==> src/hw/rtl/rpae_pkg.sv <==
// Shared types, constants and helper functions for the RGB to ANSI text encoder.
// No dependencies; used by every module of the block.
package rpae_pkg;

  // Default frame limits
  localparam int MAX_WIDTH_DEF  = 512;
  localparam int MAX_HEIGHT_DEF = 128;

  // Configuration port
  localparam int CFG_IDX_W  = 2;
  localparam int CFG_DATA_W = 10;
  localparam int FW_W       = 10;
  localparam int FH_W       = 8;
  localparam logic [FW_W-1:0] FW_RESET = 10'd384;
  localparam logic [FH_W-1:0] FH_RESET = 8'd108;
  localparam logic [CFG_IDX_W-1:0] CFG_FRAME_WIDTH  = 2'd0;
  localparam logic [CFG_IDX_W-1:0] CFG_FRAME_HEIGHT = 2'd1;

  // Queue between front and back
  localparam int QDEPTH = 8;
  localparam int QPW    = $clog2(QDEPTH);
  localparam int QCW    = $clog2(QDEPTH + 1);

  // Luma arithmetic: Y = (2126r + 7152g + 722b + 5000) / 10000
  localparam int SUM_W      = 22;
  localparam int LUMA_KR    = 2126;
  localparam int LUMA_KG    = 7152;
  localparam int LUMA_KB    = 722;
  localparam int LUMA_RND   = 5000;
  localparam int LUMA_MUL   = 6871948;   // ceil(2^36 / 10000), exact for sums below 2^24
  localparam int LUMA_SHIFT = 36;
  localparam int LPROD_W    = 45;
  // index = (63Y + 127) / 255
  localparam int VW        = 14;
  localparam int IDX_RND   = 127;
  localparam int IDX_MUL   = 16449;     // ceil(2^22 / 255), exact below 21960
  localparam int IDX_SHIFT = 22;
  localparam int IPW       = 29;

  // Text bytes
  localparam logic [7:0] CH_ESC   = 8'h1B;
  localparam logic [7:0] CH_LBR   = 8'h5B;
  localparam logic [7:0] CH_SEMI  = 8'h3B;
  localparam logic [7:0] CH_M     = 8'h6D;
  localparam logic [7:0] CH_H     = 8'h48;
  localparam logic [7:0] CH_NL    = 8'h0A;
  localparam logic [7:0] CH_ZERO  = 8'h30;
  localparam logic [7:0] CH_TWO   = 8'h32;
  localparam logic [7:0] CH_THREE = 8'h33;
  localparam logic [7:0] CH_EIGHT = 8'h38;

  // Density ramp, darkest first
  localparam logic [7:0] RAMP [64] = '{
    8'h20, 8'h2E, 8'h60, 8'h27, 8'h3A, 8'h5F, 8'h3B, 8'h5E,
    8'h21, 8'h7E, 8'h22, 8'h3C, 8'h3E, 8'h2F, 8'h5C, 8'h3D,
    8'h2A, 8'h3F, 8'h7C, 8'h76, 8'h4C, 8'h78, 8'h54, 8'h6C,
    8'h59, 8'h7A, 8'h72, 8'h69, 8'h6E, 8'h4A, 8'h6A, 8'h46,
    8'h49, 8'h65, 8'h56, 8'h58, 8'h79, 8'h5A, 8'h53, 8'h68,
    8'h34, 8'h6B, 8'h55, 8'h77, 8'h50, 8'h35, 8'h4B, 8'h62,
    8'h6D, 8'h48, 8'h39, 8'h25, 8'h47, 8'h4F, 8'h23, 8'h38,
    8'h30, 8'h67, 8'h4D, 8'h42, 8'h57, 8'h24, 8'h51, 8'h40
  };

  // One colour component in decimal; first is the index of the leading digit
  // (0 hundreds, 1 tens, 2 ones)
  typedef struct packed {
    logic [1:0] first;
    logic [3:0] hund;
    logic [3:0] tens;
    logic [3:0] ones;
  } rpae_dec_t;

  // Queue entry: everything the back end needs to print one pixel
  typedef struct packed {
    rpae_dec_t [2:0] comp;       // [0] red, [1] green, [2] blue
    logic [7:0]      glyph;
    logic            row_end;
    logic            frame_end;
  } rpae_item_t;

  typedef struct packed {
    logic           head_valid;
    logic [QCW-1:0] count;
  } rpae_qstat_t;

  typedef enum logic [2:0] {
    BK_PREFIX,
    BK_DIGIT,
    BK_SEP,
    BK_GLYPH,
    BK_TAIL,
    BK_NL,
    BK_HOME
  } rpae_bk_state_t;

  function automatic rpae_dec_t dec_of(input logic [7:0] v);
    rpae_dec_t   d;
    logic [6:0]  rem;
    logic [14:0] tprod;
    logic [6:0]  tens10;
    if (v >= 8'd200) begin
      d.hund = 4'd2;
      rem    = 7'(v - 8'd200);
    end else if (v >= 8'd100) begin
      d.hund = 4'd1;
      rem    = 7'(v - 8'd100);
    end else begin
      d.hund = 4'd0;
      rem    = v[6:0];
    end
    tprod  = 15'(rem) * 15'd205;        // rem * 205 >> 11 == rem / 10 for rem < 100
    d.tens = tprod[14:11];
    tens10 = 7'({d.tens, 3'b000}) + 7'({d.tens, 1'b0});
    d.ones = 4'(rem - tens10);
    if (v >= 8'd100) begin
      d.first = 2'd0;
    end else if (v >= 8'd10) begin
      d.first = 2'd1;
    end else begin
      d.first = 2'd2;
    end
    return d;
  endfunction

  function automatic logic [7:0] prefix_byte(input logic [2:0] sub);
    logic [7:0] b;
    unique case (sub)
      3'd0:    b = CH_ESC;
      3'd1:    b = CH_LBR;
      3'd2:    b = CH_THREE;
      3'd3:    b = CH_EIGHT;
      3'd4:    b = CH_SEMI;
      3'd5:    b = CH_TWO;
      3'd6:    b = CH_SEMI;
      default: b = CH_ESC;
    endcase
    return b;
  endfunction

endpackage

==> src/hw/rtl/rpae_front.sv <==
// Front end: input handshake, row/frame counting, luma pipeline and digit split.
// Depends on rpae_pkg. Holds a credit count so the queue can never overflow.
module rpae_front #(
  parameter int MAX_WIDTH  = rpae_pkg::MAX_WIDTH_DEF,
  parameter int MAX_HEIGHT = rpae_pkg::MAX_HEIGHT_DEF
) (
  input  logic                        clk,
  input  logic                        rst_n,
  input  logic [rpae_pkg::FW_W-1:0]   frame_width,
  input  logic [rpae_pkg::FH_W-1:0]   frame_height,
  input  logic                        in_valid,
  output logic                        in_ready,
  input  logic [7:0]                  in_red,
  input  logic [7:0]                  in_green,
  input  logic [7:0]                  in_blue,
  input  logic                        pop,
  output logic                        push,
  output rpae_pkg::rpae_item_t        push_item
);

  localparam int COLW = (MAX_WIDTH > 1) ? $clog2(MAX_WIDTH) : 1;
  localparam int ROWW = (MAX_HEIGHT > 1) ? $clog2(MAX_HEIGHT) : 1;
  localparam int WCMP = ($clog2(MAX_WIDTH + 1) > rpae_pkg::FW_W) ?
                        $clog2(MAX_WIDTH + 1) : rpae_pkg::FW_W;
  localparam int HCMP = ($clog2(MAX_HEIGHT + 1) > rpae_pkg::FH_W) ?
                        $clog2(MAX_HEIGHT + 1) : rpae_pkg::FH_W;

  logic [COLW-1:0]          col_r, col_nxt;
  logic [ROWW-1:0]          row_r, row_nxt;
  logic [rpae_pkg::QCW-1:0] credit_r, credit_nxt;
  logic                     va_r, vb_r, vc_r, vd_r;

  logic [WCMP-1:0] fw_ext, width_eff, col_inc;
  logic [HCMP-1:0] fh_ext, height_eff, row_inc;
  logic            accept, row_end, frame_end;

  // stage payloads
  logic [7:0]                  red_a_r, green_a_r, blue_a_r;
  rpae_pkg::rpae_item_t        item_a_r, item_b_r, item_c_r, item_d_r;
  rpae_pkg::rpae_item_t        item_c_glyph;
  logic [rpae_pkg::SUM_W-1:0]  sum_b_r;
  logic [7:0]                  luma_c_r;
  logic [rpae_pkg::LPROD_W-1:0] lprod;
  logic [rpae_pkg::VW-1:0]     vsum;
  logic [rpae_pkg::IPW-1:0]    iprod;
  logic [5:0]                  idx;

  assign accept = in_valid && in_ready;
  assign in_ready = (credit_r != '0);

  // effective limits: zero reads as one, above the maximum saturates
  always_comb begin
    fw_ext = WCMP'(frame_width);
    fh_ext = HCMP'(frame_height);
    if (fw_ext == '0) begin
      width_eff = WCMP'(1);
    end else if (fw_ext > WCMP'(MAX_WIDTH)) begin
      width_eff = WCMP'(MAX_WIDTH);
    end else begin
      width_eff = fw_ext;
    end
    if (fh_ext == '0) begin
      height_eff = HCMP'(1);
    end else if (fh_ext > HCMP'(MAX_HEIGHT)) begin
      height_eff = HCMP'(MAX_HEIGHT);
    end else begin
      height_eff = fh_ext;
    end
    col_inc   = WCMP'(col_r) + WCMP'(1);
    row_inc   = HCMP'(row_r) + HCMP'(1);
    row_end   = (col_inc >= width_eff);
    frame_end = row_end && (row_inc >= height_eff);
  end

  always_comb begin
    col_nxt = col_r;
    row_nxt = row_r;
    if (accept) begin
      col_nxt = row_end ? '0 : COLW'(col_inc);
      if (row_end) begin
        row_nxt = frame_end ? '0 : ROWW'(row_inc);
      end
    end
    credit_nxt = credit_r - rpae_pkg::QCW'(accept) + rpae_pkg::QCW'(pop);
  end

  always_ff @(posedge clk) begin
    if (!rst_n) begin
      col_r    <= '0;
      row_r    <= '0;
      credit_r <= rpae_pkg::QCW'(rpae_pkg::QDEPTH);
      va_r     <= 1'b0;
      vb_r     <= 1'b0;
      vc_r     <= 1'b0;
      vd_r     <= 1'b0;
    end else begin
      col_r    <= col_nxt;
      row_r    <= row_nxt;
      credit_r <= credit_nxt;
      va_r     <= accept;
      vb_r     <= va_r;
      vc_r     <= vb_r;
      vd_r     <= vc_r;
    end
  end

  // luma: weighted sum, reciprocal divide, then ramp index
  assign lprod = rpae_pkg::LPROD_W'(sum_b_r + rpae_pkg::SUM_W'(rpae_pkg::LUMA_RND)) *
                 rpae_pkg::LPROD_W'(rpae_pkg::LUMA_MUL);
  assign vsum  = rpae_pkg::VW'({luma_c_r, 6'b000000}) - rpae_pkg::VW'(luma_c_r) +
                 rpae_pkg::VW'(rpae_pkg::IDX_RND);
  assign iprod = rpae_pkg::IPW'(vsum) * rpae_pkg::IPW'(rpae_pkg::IDX_MUL);
  assign idx   = iprod[rpae_pkg::IDX_SHIFT +: 6];

  // last stage descriptor with its glyph filled in
  always_comb begin
    item_c_glyph       = item_c_r;
    item_c_glyph.glyph = rpae_pkg::RAMP[idx];
  end

  always_ff @(posedge clk) begin
    if (accept) begin
      red_a_r            <= in_red;
      green_a_r          <= in_green;
      blue_a_r           <= in_blue;
      item_a_r.comp      <= {rpae_pkg::dec_of(in_blue), rpae_pkg::dec_of(in_green),
                             rpae_pkg::dec_of(in_red)};
      item_a_r.glyph     <= '0;
      item_a_r.row_end   <= row_end;
      item_a_r.frame_end <= frame_end;
    end
    sum_b_r  <= rpae_pkg::SUM_W'(red_a_r)   * rpae_pkg::SUM_W'(rpae_pkg::LUMA_KR) +
                rpae_pkg::SUM_W'(green_a_r) * rpae_pkg::SUM_W'(rpae_pkg::LUMA_KG) +
                rpae_pkg::SUM_W'(blue_a_r)  * rpae_pkg::SUM_W'(rpae_pkg::LUMA_KB);
    item_b_r <= item_a_r;
    luma_c_r <= lprod[rpae_pkg::LUMA_SHIFT +: 8];
    item_c_r <= item_b_r;
    item_d_r <= item_c_glyph;
  end

  assign push      = vd_r;
  assign push_item = item_d_r;

endmodule

==> src/hw/rtl/rpae_queue.sv <==
// Small register FIFO of pixel descriptors between front and back ends.
// Depends on rpae_pkg for the entry type and depth.
module rpae_queue (
  input  logic                   clk,
  input  logic                   rst_n,
  input  logic                   push,
  input  rpae_pkg::rpae_item_t   push_item,
  input  logic                   pop,
  output rpae_pkg::rpae_item_t   head,
  output rpae_pkg::rpae_qstat_t  stat
);

  rpae_pkg::rpae_item_t     mem_r [rpae_pkg::QDEPTH];
  logic [rpae_pkg::QPW-1:0] wr_ptr_r, rd_ptr_r;
  logic [rpae_pkg::QCW-1:0] count_r;

  always_ff @(posedge clk) begin
    if (!rst_n) begin
      wr_ptr_r <= '0;
      rd_ptr_r <= '0;
      count_r  <= '0;
    end else begin
      if (push) begin
        wr_ptr_r <= rpae_pkg::QPW'(wr_ptr_r + 1'b1);
      end
      if (pop) begin
        rd_ptr_r <= rpae_pkg::QPW'(rd_ptr_r + 1'b1);
      end
      count_r <= count_r + rpae_pkg::QCW'(push) - rpae_pkg::QCW'(pop);
    end
  end

  always_ff @(posedge clk) begin
    if (push) begin
      mem_r[wr_ptr_r] <= push_item;
    end
  end

  assign head            = mem_r[rd_ptr_r];
  assign stat.head_valid = (count_r != '0);
  assign stat.count      = count_r;

endmodule

==> src/hw/rtl/rpae_back.sv <==
// Back end: byte sequencer that spells out one descriptor, plus the output register.
// Depends on rpae_pkg. Pops the queue on the last byte of each pixel.
module rpae_back (
  input  logic                   clk,
  input  logic                   rst_n,
  input  rpae_pkg::rpae_item_t   head,
  input  rpae_pkg::rpae_qstat_t  stat,
  output logic                   pop,
  output logic                   out_valid,
  input  logic                   out_ready,
  output logic [7:0]             out_text_byte,
  output logic                   out_last_of_run
);

  rpae_pkg::rpae_bk_state_t state_r, state_nxt;
  logic [2:0]               sub_r, sub_nxt;
  logic [1:0]               col_r, col_nxt;
  logic                     out_valid_r, out_valid_nxt;
  logic [7:0]               byte_r;
  logic                     last_r;
  logic [7:0]               byte_c;
  logic                     last_c, step;
  rpae_pkg::rpae_dec_t      cur;
  logic [3:0]               digit;

  assign step = stat.head_valid && (!out_valid_r || out_ready);
  assign pop  = step && last_c;
  assign cur  = head.comp[col_r];

  always_comb begin
    unique case (sub_r[1:0])
      2'd0:    digit = cur.hund;
      2'd1:    digit = cur.tens;
      default: digit = cur.ones;
    endcase
  end

  always_comb begin
    state_nxt = state_r;
    sub_nxt   = sub_r;
    col_nxt   = col_r;
    byte_c    = rpae_pkg::CH_ESC;
    last_c    = 1'b0;
    unique case (state_r)
      rpae_pkg::BK_PREFIX: begin
        byte_c = rpae_pkg::prefix_byte(sub_r);
        if (sub_r == 3'd6) begin
          state_nxt = rpae_pkg::BK_DIGIT;
          col_nxt   = 2'd0;
          sub_nxt   = {1'b0, head.comp[0].first};
        end else begin
          sub_nxt = sub_r + 3'd1;
        end
      end
      rpae_pkg::BK_DIGIT: begin
        byte_c = rpae_pkg::CH_ZERO + {4'b0000, digit};
        if (sub_r >= 3'd2) begin
          state_nxt = rpae_pkg::BK_SEP;
        end else begin
          sub_nxt = sub_r + 3'd1;
        end
      end
      rpae_pkg::BK_SEP: begin
        if (col_r == 2'd2) begin
          byte_c    = rpae_pkg::CH_M;
          state_nxt = rpae_pkg::BK_GLYPH;
        end else begin
          byte_c    = rpae_pkg::CH_SEMI;
          col_nxt   = 2'(col_r + 2'd1);
          sub_nxt   = {1'b0, head.comp[2'(col_r + 2'd1)].first};
          state_nxt = rpae_pkg::BK_DIGIT;
        end
      end
      rpae_pkg::BK_GLYPH: begin
        byte_c    = head.glyph;
        sub_nxt   = 3'd0;
        state_nxt = rpae_pkg::BK_TAIL;
      end
      rpae_pkg::BK_TAIL: begin
        unique case (sub_r[1:0])
          2'd0:    byte_c = rpae_pkg::CH_ESC;
          2'd1:    byte_c = rpae_pkg::CH_LBR;
          2'd2:    byte_c = rpae_pkg::CH_ZERO;
          default: byte_c = rpae_pkg::CH_M;
        endcase
        if (sub_r >= 3'd3) begin
          sub_nxt = 3'd0;
          if (head.row_end) begin
            state_nxt = rpae_pkg::BK_NL;
          end else begin
            last_c    = 1'b1;
            state_nxt = rpae_pkg::BK_PREFIX;
          end
        end else begin
          sub_nxt = sub_r + 3'd1;
        end
      end
      rpae_pkg::BK_NL: begin
        byte_c  = rpae_pkg::CH_NL;
        sub_nxt = 3'd0;
        if (head.frame_end) begin
          state_nxt = rpae_pkg::BK_HOME;
        end else begin
          last_c    = 1'b1;
          state_nxt = rpae_pkg::BK_PREFIX;
        end
      end
      rpae_pkg::BK_HOME: begin
        unique case (sub_r[1:0])
          2'd0:    byte_c = rpae_pkg::CH_ESC;
          2'd1:    byte_c = rpae_pkg::CH_LBR;
          default: byte_c = rpae_pkg::CH_H;
        endcase
        if (sub_r >= 3'd2) begin
          last_c    = 1'b1;
          sub_nxt   = 3'd0;
          state_nxt = rpae_pkg::BK_PREFIX;
        end else begin
          sub_nxt = sub_r + 3'd1;
        end
      end
      default: begin
        state_nxt = rpae_pkg::BK_PREFIX;
        sub_nxt   = 3'd0;
      end
    endcase
    if (step) begin
      out_valid_nxt = 1'b1;
    end else if (out_ready) begin
      out_valid_nxt = 1'b0;
    end else begin
      out_valid_nxt = out_valid_r;
    end
  end

  always_ff @(posedge clk) begin
    if (!rst_n) begin
      state_r     <= rpae_pkg::BK_PREFIX;
      sub_r       <= 3'd0;
      col_r       <= 2'd0;
      out_valid_r <= 1'b0;
    end else begin
      out_valid_r <= out_valid_nxt;
      if (step) begin
        state_r <= state_nxt;
        sub_r   <= sub_nxt;
        col_r   <= col_nxt;
      end
    end
  end

  always_ff @(posedge clk) begin
    if (step) begin
      byte_r <= byte_c;
      last_r <= last_c;
    end
  end

  assign out_valid       = out_valid_r;
  assign out_text_byte   = byte_r;
  assign out_last_of_run = last_r;

endmodule

==> src/hw/rtl/rgb_pixel_to_ansi_ascii_encoder_core.sv <==
// Top level of the RGB pixel to ANSI truecolour text encoder.
// Depends on rpae_pkg, rpae_front, rpae_queue and rpae_back.
//
// Takes one RGB24 pixel per input beat in raster order and produces the terminal text for it,
// one byte per output beat: ESC[38;2;R;G;Bm, a glyph picked from a 64-step density ramp by
// rounded Rec.709 luma, then ESC[0m; a newline follows the last pixel of each row and ESC[H
// the newline of the last row of a frame. last_of_run marks the final byte of each pixel.
// A pixel gives 18 to 24 bytes, up to 28 at a frame end; the back-end byte sequencer emits
// exactly one byte per cycle while the sink is ready and a descriptor is queued, with no gap
// between pixels. The front end carries each pixel through its stage registers a, b, c and d
// to a descriptor and takes a new pixel whenever the 8-entry descriptor queue has room,
// so input beats may arrive back to back until it fills. Width and height are written on the
// cfg_ port (index 0 width, 1 height; other indices ignored, zero reads as one, values above
// MAX_WIDTH/MAX_HEIGHT saturate); write them only while the block is idle.

module rgb_pixel_to_ansi_ascii_encoder_core #(
  parameter int MAX_WIDTH  = rpae_pkg::MAX_WIDTH_DEF,
  parameter int MAX_HEIGHT = rpae_pkg::MAX_HEIGHT_DEF
) (
  input  logic                            clk,
  input  logic                            rst_n,
  input  logic                            in_valid,
  output logic                            in_ready,
  input  logic [7:0]                      in_red,
  input  logic [7:0]                      in_green,
  input  logic [7:0]                      in_blue,
  output logic                            out_valid,
  input  logic                            out_ready,
  output logic [7:0]                      out_text_byte,
  output logic                            out_last_of_run,
  input  logic                            cfg_valid,
  output logic                            cfg_ready,
  input  logic [rpae_pkg::CFG_IDX_W-1:0]  cfg_index,
  input  logic [rpae_pkg::CFG_DATA_W-1:0] cfg_data
);

  logic [rpae_pkg::FW_W-1:0] fw_r;
  logic [rpae_pkg::FH_W-1:0] fh_r;
  logic                      push, pop;
  rpae_pkg::rpae_item_t      push_item, head;
  rpae_pkg::rpae_qstat_t     q_stat;

  // Configuration writes are always taken
  assign cfg_ready = 1'b1;

  always_ff @(posedge clk) begin
    if (!rst_n) begin
      fw_r <= rpae_pkg::FW_RESET;
      fh_r <= rpae_pkg::FH_RESET;
    end else if (cfg_valid && cfg_ready) begin
      if (cfg_index == rpae_pkg::CFG_FRAME_WIDTH) begin
        fw_r <= cfg_data[rpae_pkg::FW_W-1:0];
      end else if (cfg_index == rpae_pkg::CFG_FRAME_HEIGHT) begin
        fh_r <= cfg_data[rpae_pkg::FH_W-1:0];
      end
    end
  end

  // Front end: counts columns/rows at the input beat, works out luma and digits
  rpae_front #(
    .MAX_WIDTH  (MAX_WIDTH),
    .MAX_HEIGHT (MAX_HEIGHT)
  ) u_front (
    .clk          (clk),
    .rst_n        (rst_n),
    .frame_width  (fw_r),
    .frame_height (fh_r),
    .in_valid     (in_valid),
    .in_ready     (in_ready),
    .in_red       (in_red),
    .in_green     (in_green),
    .in_blue      (in_blue),
    .pop          (pop),
    .push         (push),
    .push_item    (push_item)
  );

  // Descriptor queue; space is reserved by the front end's credit count
  rpae_queue u_queue (
    .clk       (clk),
    .rst_n     (rst_n),
    .push      (push),
    .push_item (push_item),
    .pop       (pop),
    .head      (head),
    .stat      (q_stat)
  );

  // Back end: spells the head descriptor out byte by byte
  rpae_back u_back (
    .clk             (clk),
    .rst_n           (rst_n),
    .head            (head),
    .stat            (q_stat),
    .pop             (pop),
    .out_valid       (out_valid),
    .out_ready       (out_ready),
    .out_text_byte   (out_text_byte),
    .out_last_of_run (out_last_of_run)
  );

  // Credits must keep the queue within its depth
  a_queue_bound: assert property (@(posedge clk) disable iff (!rst_n)
    q_stat.count <= rpae_pkg::QCW'(rpae_pkg::QDEPTH))
    else $error("descriptor queue over depth");

  a_push_room: assert property (@(posedge clk) disable iff (!rst_n)
    (push && !pop) |-> (q_stat.count < rpae_pkg::QCW'(rpae_pkg::QDEPTH)))
    else $error("push into full queue");

  a_pop_nonempty: assert property (@(posedge clk) disable iff (!rst_n)
    pop |-> q_stat.head_valid)
    else $error("pop from empty queue");

  a_reset_idle: assert property (@(posedge clk)
    !rst_n |=> !out_valid)
    else $error("output valid straight after reset");

endmodule
==> config.mk <==
export PLATFORM = sky130hd
export DESIGN_NAME = rgb_pixel_to_ansi_ascii_encoder_core
export DESIGN_NICKNAME = d
export VERILOG_FILES = /design/src/hw/rtl/rpae_pkg.sv /design/src/hw/rtl/rpae_front.sv /design/src/hw/rtl/rpae_queue.sv /design/src/hw/rtl/rpae_back.sv /design/src/hw/rtl/rgb_pixel_to_ansi_ascii_encoder_core.sv
export SDC_FILE = /design/constraint.sdc
export NUM_CORES = 2
export LEC_CHECK = 0
export BUFFER_PORTS_ARGS = -buffer_cell sky130_fd_sc_hd__buf_2
export CELL_PAD_IN_SITES_DETAIL_PLACEMENT = 0
export CELL_PAD_IN_SITES_GLOBAL_PLACEMENT = 1
export CORE_MARGIN = 4
export CORE_UTILIZATION = 53
export CTS_CLUSTER_SIZE = 30
export DETAILED_ROUTE_END_ITERATION = 7
export GPL_TIMING_DRIVEN = 1
export PLACE_DENSITY_LB_ADDON = 0.2
export SLEW_MARGIN = 20
export SYNTH_ARGS = -nofsm -noshare
export SYNTH_HDL_FRONTEND = slang
export SYNTH_SLANG_ARGS = --single-unit
==> constraint.sdc <==
create_clock -name clk -period 9.9 [get_ports clk]
set_input_delay 0.99 -clock clk [delete_from_list [all_inputs] [get_ports clk]]
set_output_delay 0.99 -clock clk [all_outputs]
set_load 0.02 [all_outputs]
=== After elaboration in Yosys (flattened, before gate mapping) ===
Memory sizes are Yosys's and may differ from the RTL's. A register that Yosys moved wholly into a read port is not among the register bits.
Cells that the tools add are included.
W data, S select, Z words.

* Register bits after elaboration: 300
* Bits in writable memories: 416
* Memory bits (read-only): 512
* Input bits: 41
* Word-level logic and storage cells: 239
* Memories: 2

{| class="wikitable"
|+ Memories
! name !! words !! width !! rd ports !! clocked after memory_dff !! write ports !! RTL line !! RTL
|-
| (name not given) || 64 || 8 || 1 || 1 || 0 || rpae_front.sv:118 || <nowiki>item_c_glyph.glyph = rpae_pkg::RAMP[idx];</nowiki>
|-
| u_queue.mem_r || 8 || 52 || 1 || 1 || 1 || rpae_queue.sv:13 || <nowiki>rpae_pkg::rpae_item_t mem_r [rpae_pkg::QDEPTH];</nowiki>
|}

* Add/sub/neg operators: 28
* Multiply operators: 8
* Magnitude comparators: 17
* Eq/ne operators: 22
* Multiplexer cells: 59
* Bitwise gates (word level): 2
* Reductions and logical operators: 22

{| class="wikitable"
|+ Operators by type and width
! operator !! number
|-
| $mux W7 || 11
|-
| $bmux W14 S2 || 2
|-
| $pmux W8 S7 || 1
|-
| $mul A45 B21 Y42 const B || 1
|-
| $mul A7 B8 Y15 const B || 3
|-
| $sub A7 B7 Y7 const B || 6
|-
| $mux W3 || 13
|-
| $pmux W7 S5 || 1
|-
| $mul A8 B9 Y17 const B || 2
|-
| $mul A14 B15 Y28 const B || 1
|-
| $ge A8 B4 Y1 const B || 3
|-
| $ge A8 B7 Y1 const B || 3
|-
| $ge A8 B8 Y1 const B || 3
|-
| $add A22 B13 Y23 const B || 1
|-
| $add A20 B21 Y22 || 1
|-
| $add A22 B18 Y22 || 1
|-
| $pmux W3 S7 || 1
|-
| $pmux W7 S3 || 1
|-
| $mux W10 || 2
|-
| $mul A8 B11 Y19 const B || 1
|-
| $eq A3 B3 Y1 const B || 6
|-
| $mux W8 || 2
|-
| $pmux W3 S5 || 1
|-
| $add A14 B7 Y14 const B || 1
|-
| other kinds (47) || 90
|}

=== Logic depth before layout (Yosys ltp) ===
* Word-level depth: 7
* Depth in mapped cells: 31
* Mapped depth without buffers: 31

=== Hierarchy ===
From an unflattened synthesis, not the netlist that was laid out.

* Cell total of the unflattened synthesis: 3522
* Area total of the unflattened synthesis: 44547.7 sq um

{| class="wikitable"
|+ Modules (own cells, without submodules)
! module !! times used !! cells each !! area an instance (sq um) !! seq. area each (sq um)
|-
| rpae_front || 1 || 2558 || 25752.2 || 5345.1
|-
| rpae_queue || 1 || 668 || 16265.6 || 12752.2
|-
| rpae_back || 1 || 218 || 1775.5 || 450.4
|-
| rgb_pixel_to_ansi_ascii_encoder_core || 1 || 78 || 754.5 || 360.3
|}

=== Worst setup path after synthesis ===
Ideal clock, no wire load.

* Path type: register to register
* Start: reg u_front.sum_b_r[3] (netlist name)
* End: reg u_front.luma_c_r[4]
* Setup time: 0.072 ns
* Arrival: 7.399 ns
* Data required time: 9.828 ns
* Setup slack: 2.429 ns
* Stages on the path, launching flop included: 30
* Buffers on the path: 0
* Clock period less this slack: 7.471 ns
* Path through: dfxtp_1 -> ha_1 -> nand3_1 -> or3b_2 -> or2_2 -> a31oi_1 -> nor2b_1 -> nand2_1 -> xor2_1 -> inv_1 -> ha_1 -> inv_1 -> fa_1 -> fa_1 -> inv_1 -> fa_1 -> fa_1 -> fa_1 -> inv_1 -> fa_1 -> inv_1 -> ha_1 -> a21oi_1 -> nor2_1 -> a2111oi_0 -> o21ai_0 -> a22o_1 -> or3_1 -> a21oi_1 -> xnor2_1

* Cells in the longest elaborated chain, start to end: 2

{| class="wikitable"
|+ Ends and longest elaborated chain
! element !! RTL line !! RTL
|-
| start: declaration || rpae_front.sv:41 || <nowiki>logic [rpae_pkg::SUM_W-1:0] sum_b_r;</nowiki>
|-
| start signal: assignment || rpae_front.sv:132 || <nowiki>sum_b_r <= rpae_pkg::SUM_W'(red_a_r) * rpae_pkg::SUM_W'(rpae_pkg::LUMA_KR) +</nowiki>
|-
| $add A22 B13 Y23 || rpae_front.sv:108 || <nowiki>assign lprod = rpae_pkg::LPROD_W'(sum_b_r + rpae_pkg::SUM_W'(rpae_pkg::LUMA_RND)) *</nowiki>
|-
| $mul A45 B21 Y42 || rpae_front.sv:108 ||
|-
| net u_front.lprod (one bit) || rpae_front.sv:43 || <nowiki>logic [rpae_pkg::LPROD_W-1:0] lprod;</nowiki>
|-
| end signal: assignment || rpae_front.sv:136 || <nowiki>luma_c_r <= lprod[rpae_pkg::LUMA_SHIFT +: 8];</nowiki>
|-
| end: declaration || rpae_front.sv:42 || <nowiki>logic [7:0] luma_c_r;</nowiki>
|}

The timed path passes the listed nets, and every way through them passes these cells.
A chain may end at the register's enable or synchronous reset.

=== Final worst setup path ===
* Start: reg u_front.sum_b_r[3] (netlist name)
* End: reg u_front.luma_c_r[6]

The elaborated chain is that of the path after synthesis.

==> impl_results.md <==
- Status: finished clean
- Critical Path RT: 10.37 ns
- Routed wire length: 89.90 mm
- Synth async-reset ratio: 0
- Most used cell, CP: fa_1
- Worst-Margin Slew: 1.087 ns
- Critical path startpoint category: flop
- # setup viols final: 0
- Buffers & Inverters on Critical Path: 5
- Fin Setup TNS: 0 ns
- Min Tclk post-route: 8.109 ns
- Syn Nets: 4,297
- Min-delay worst type: reg -> reg
- Diode count: 0
- Gp weighted congestion: 0.9114
- RSZ-0062 raised after global routing: no
- Yosys reg bits: 644
- CTS tree: done
- Post-CTS Setup Bufs: 0
- Overall Global Routing Usage: 0.2201
- DR iter-0 viols: 1,681
- Nets: 4,362
- Num CTS Buffers: 69
- Die ar.: 83,670 um2
- CP max-delay cell: fa_1
- Post-CTS Hold Buffers: 0
- DRC errors left: 0
- DR vias: 25,430
- Layout Area Growth over Synthesis: 8.887%
- Io pins: 53
- Vias per std cell: 5.548
- Pin count of the biggest net entering global routing: 69
- Ranking of synthesized cells by area: edfxtp_1 31%, ha_1 17%, fa_1 13%, dfxtp_1 10%, inv_1 5.0%
- Relative slew slack: 0.2729
- CTS Sinks: 644
- Initial Util: 0.5377
- Met3 Usage GRT: 0.02604
- Pre-CTS setup slack: 1.744 ns
- Initial antenna violation count: 1
- Hold Vio Cnt, Final: 0
- Syn Inst Count: 3,422
- Die Width: 289.3 um
- GRT Max-Usage Layer: met2
- GRT overflow: 0
- Share of cells above drive strength 1: 0.09368
- IO Port Bufs: 50
- Clock transition at path regs: 0.06 ns
- Clock Latency Late Sink: 0.61 ns
- Root Buffer: clkbuf_16
- Antenna-violating nets left: 0
- Peak fanout along the critical path: 5
- Fin. max-slew vios: 0
- Vias in the first global route: 26,420
- Fill cells: 6,303
- Crit-path max cell delay: 0.54 ns
- Post-Route Skew: 0.03573 ns
- Number of synthesized flops with an enable pin: 430
- GR met2 Demand/Resource: 0.3622
- Core area: 77,980 um2
- Final setup margin: 1.791 ns
- Die Y: 289.3 um
- Crit end category: flop
- Syn Area/Cell: 12.25 um2
- Ratio of final minimum period to clock period: 0.8191
- Synth Flop Type: edfxtp_1
- Post-synth top area share: 0.3080
- Max Cap Viol: 0
- Hpwl dp: 66.38 mm
- Maximum clock frequency: 123.3 MHz
- Mapped cell area: 41,930 um2
- Site Rows: 102
- Synth area leader: edfxtp_1
- Count of cell types in the netlist: 87
- First-pass GRT wire length: 144.7 mm
- Worst path arrival time: 8.58 ns
- CP delay by family, top: adder cells
- Fin util: 0.5855
- Post_cts resized: 0
- Met1 Resource Use GR: 0.3188
- WHS: 0.3255 ns
- DR WL/cell: 19.61 um
- First-pass DRT Iterations: 6
- H-tree Lvls: 3
- Synth Warn #: 0
- Longest Clk Path Bufs: 3
- WS Path Type: reg -> reg
- Seq/Total Area, Yosys: 0.4101
synthesized netlist by cell type (12+ instances only):
cell type  count
and3_1        29
xor2_1        48
fa_1         262
inv_1        562
ha_1         572
nand3_1       48
o21bai_1      16
a21o_1        39
a21oi_1      121
nor2_1       129
edfxtp_1     430
buf_2         16
xnor2_1      102
o21a_1        18
a211oi_1      19
or3_1         14
nand2_1      154
mux4_2        93
o21ai_0       74
a31oi_1       21
and2_1        16
clkbuf_1      45
nor3_1        39
mux2_2        19
a21boi_0      12
nand2b_1      23
nand4_1       16
mux2i_1       49
dfxtp_1      214
o211ai_1      20
path summary, 6_finish.rpt:
| path | start | end | slack, ns | cells after the start |
|---|---|---|---|---|
| setup / recovery | u_front.sum_b_r[3] | u_front.luma_c_r[6] | 1.79 | 29 |
| hold / removal | u_front.item_c_glyph[44] | u_front.push_item[44] | 0.33 | 0 |
| setup reg to reg | u_front.sum_b_r[3] | u_front.luma_c_r[6] | 1.79 | 29 |
| hold reg to reg | u_front.item_c_glyph[44] | u_front.push_item[44] | 0.33 | 0 |
worst register-to-register path, delay by kind of cell, from the launching register on:
kind                       cells  cell delay [ns]
AOI/OAI and AO/OA              6             1.50
xor gates and xnor gates       2             0.37
DFF                            1             0.35
and+or+nand+nor                7             1.46
adders and majority gates      9             3.87
buffers and inverters          5             0.42
routing by layer:
metal,wire length (um),up-vias
met5,0,-
met4,1506,0
met3,3683,75
met2,43110,486
met1,41600,12720
li1,-,12150
through the flow:
step,cell area (um2),cells
final,45660,4584
after global routing,45660,4584
after CTS,45660,4584
after detailed placement,43360,4456
after global placement,43360,4456
after floorplan,41930,3422
cell usage in the layout, fill, tap and decap left out, drive strengths merged, types with 9 or more instances in the layout:
cell,n
nor3,39
clkbuf,105
nor4,10
a21o,39
nand4,16
nor2,130
a31o,9
nand2,154
buf,70
o21ai,78
nor2b,11
clkinv,17
xor2,48
nand2b,23
dfxtp,214
a31oi,21
xnor2,106
o31ai,10
mux2,20
o21bai,16
mux2i,49
nand3,48
a211oi,19
inv,566
and3,29
mux4,93
o21a,18
o211ai,20
a21oi,121
edfxtp,430
a21boi,12
and2,16
fa,262
ha,572
or3,14
registers in the layout, summed over array words and instances, names as in the netlist, 4 cells and up, named ones only:
register              count
fh_r                      8
u_front.col_r             9
u_front.green_a_r         8
u_front.sum_b_r          21
u_front.item_c_glyph     38
u_front.row_r             7
u_front.item_a_r         38
u_front.red_a_r           8
fw_r                     10
u_back.out_text_byte      7
u_queue.mem_r           360
u_front.item_b_r         38
u_queue.count_r           4
u_front.credit_r          4
u_front.luma_c_r          8
u_front.blue_a_r          8
u_front.push_item        45
cells by family after synthesis:
kind of cell,count (synthesis),share of synthesized area
AOI/OAI and AO/OA,457,0.07275
xor gates and xnor gates,156,0.03450
adders and majority gates,834,0.2958
buffers and inverters,640,0.05867
DFF,644,0.4101
muxes,162,0.06711
other,2,0.0001791
and+or+nand+nor,527,0.06088
final cells by class:
class	count	area [um2]	area share
clock buffers	105	2064	0.04522
clock inverters	23	232.7	0.005097
inverters	564	2118	0.04640
multi-input cells	2138	22330	0.4892
flip-flops and latches	644	17210	0.3769
well taps	1040	1301	0.02850
repair buffers	70	400.4	0.008770
Power is not shown: default switching activity piles up to over one toggle a cycle in this logic, so the estimate is an artifact.
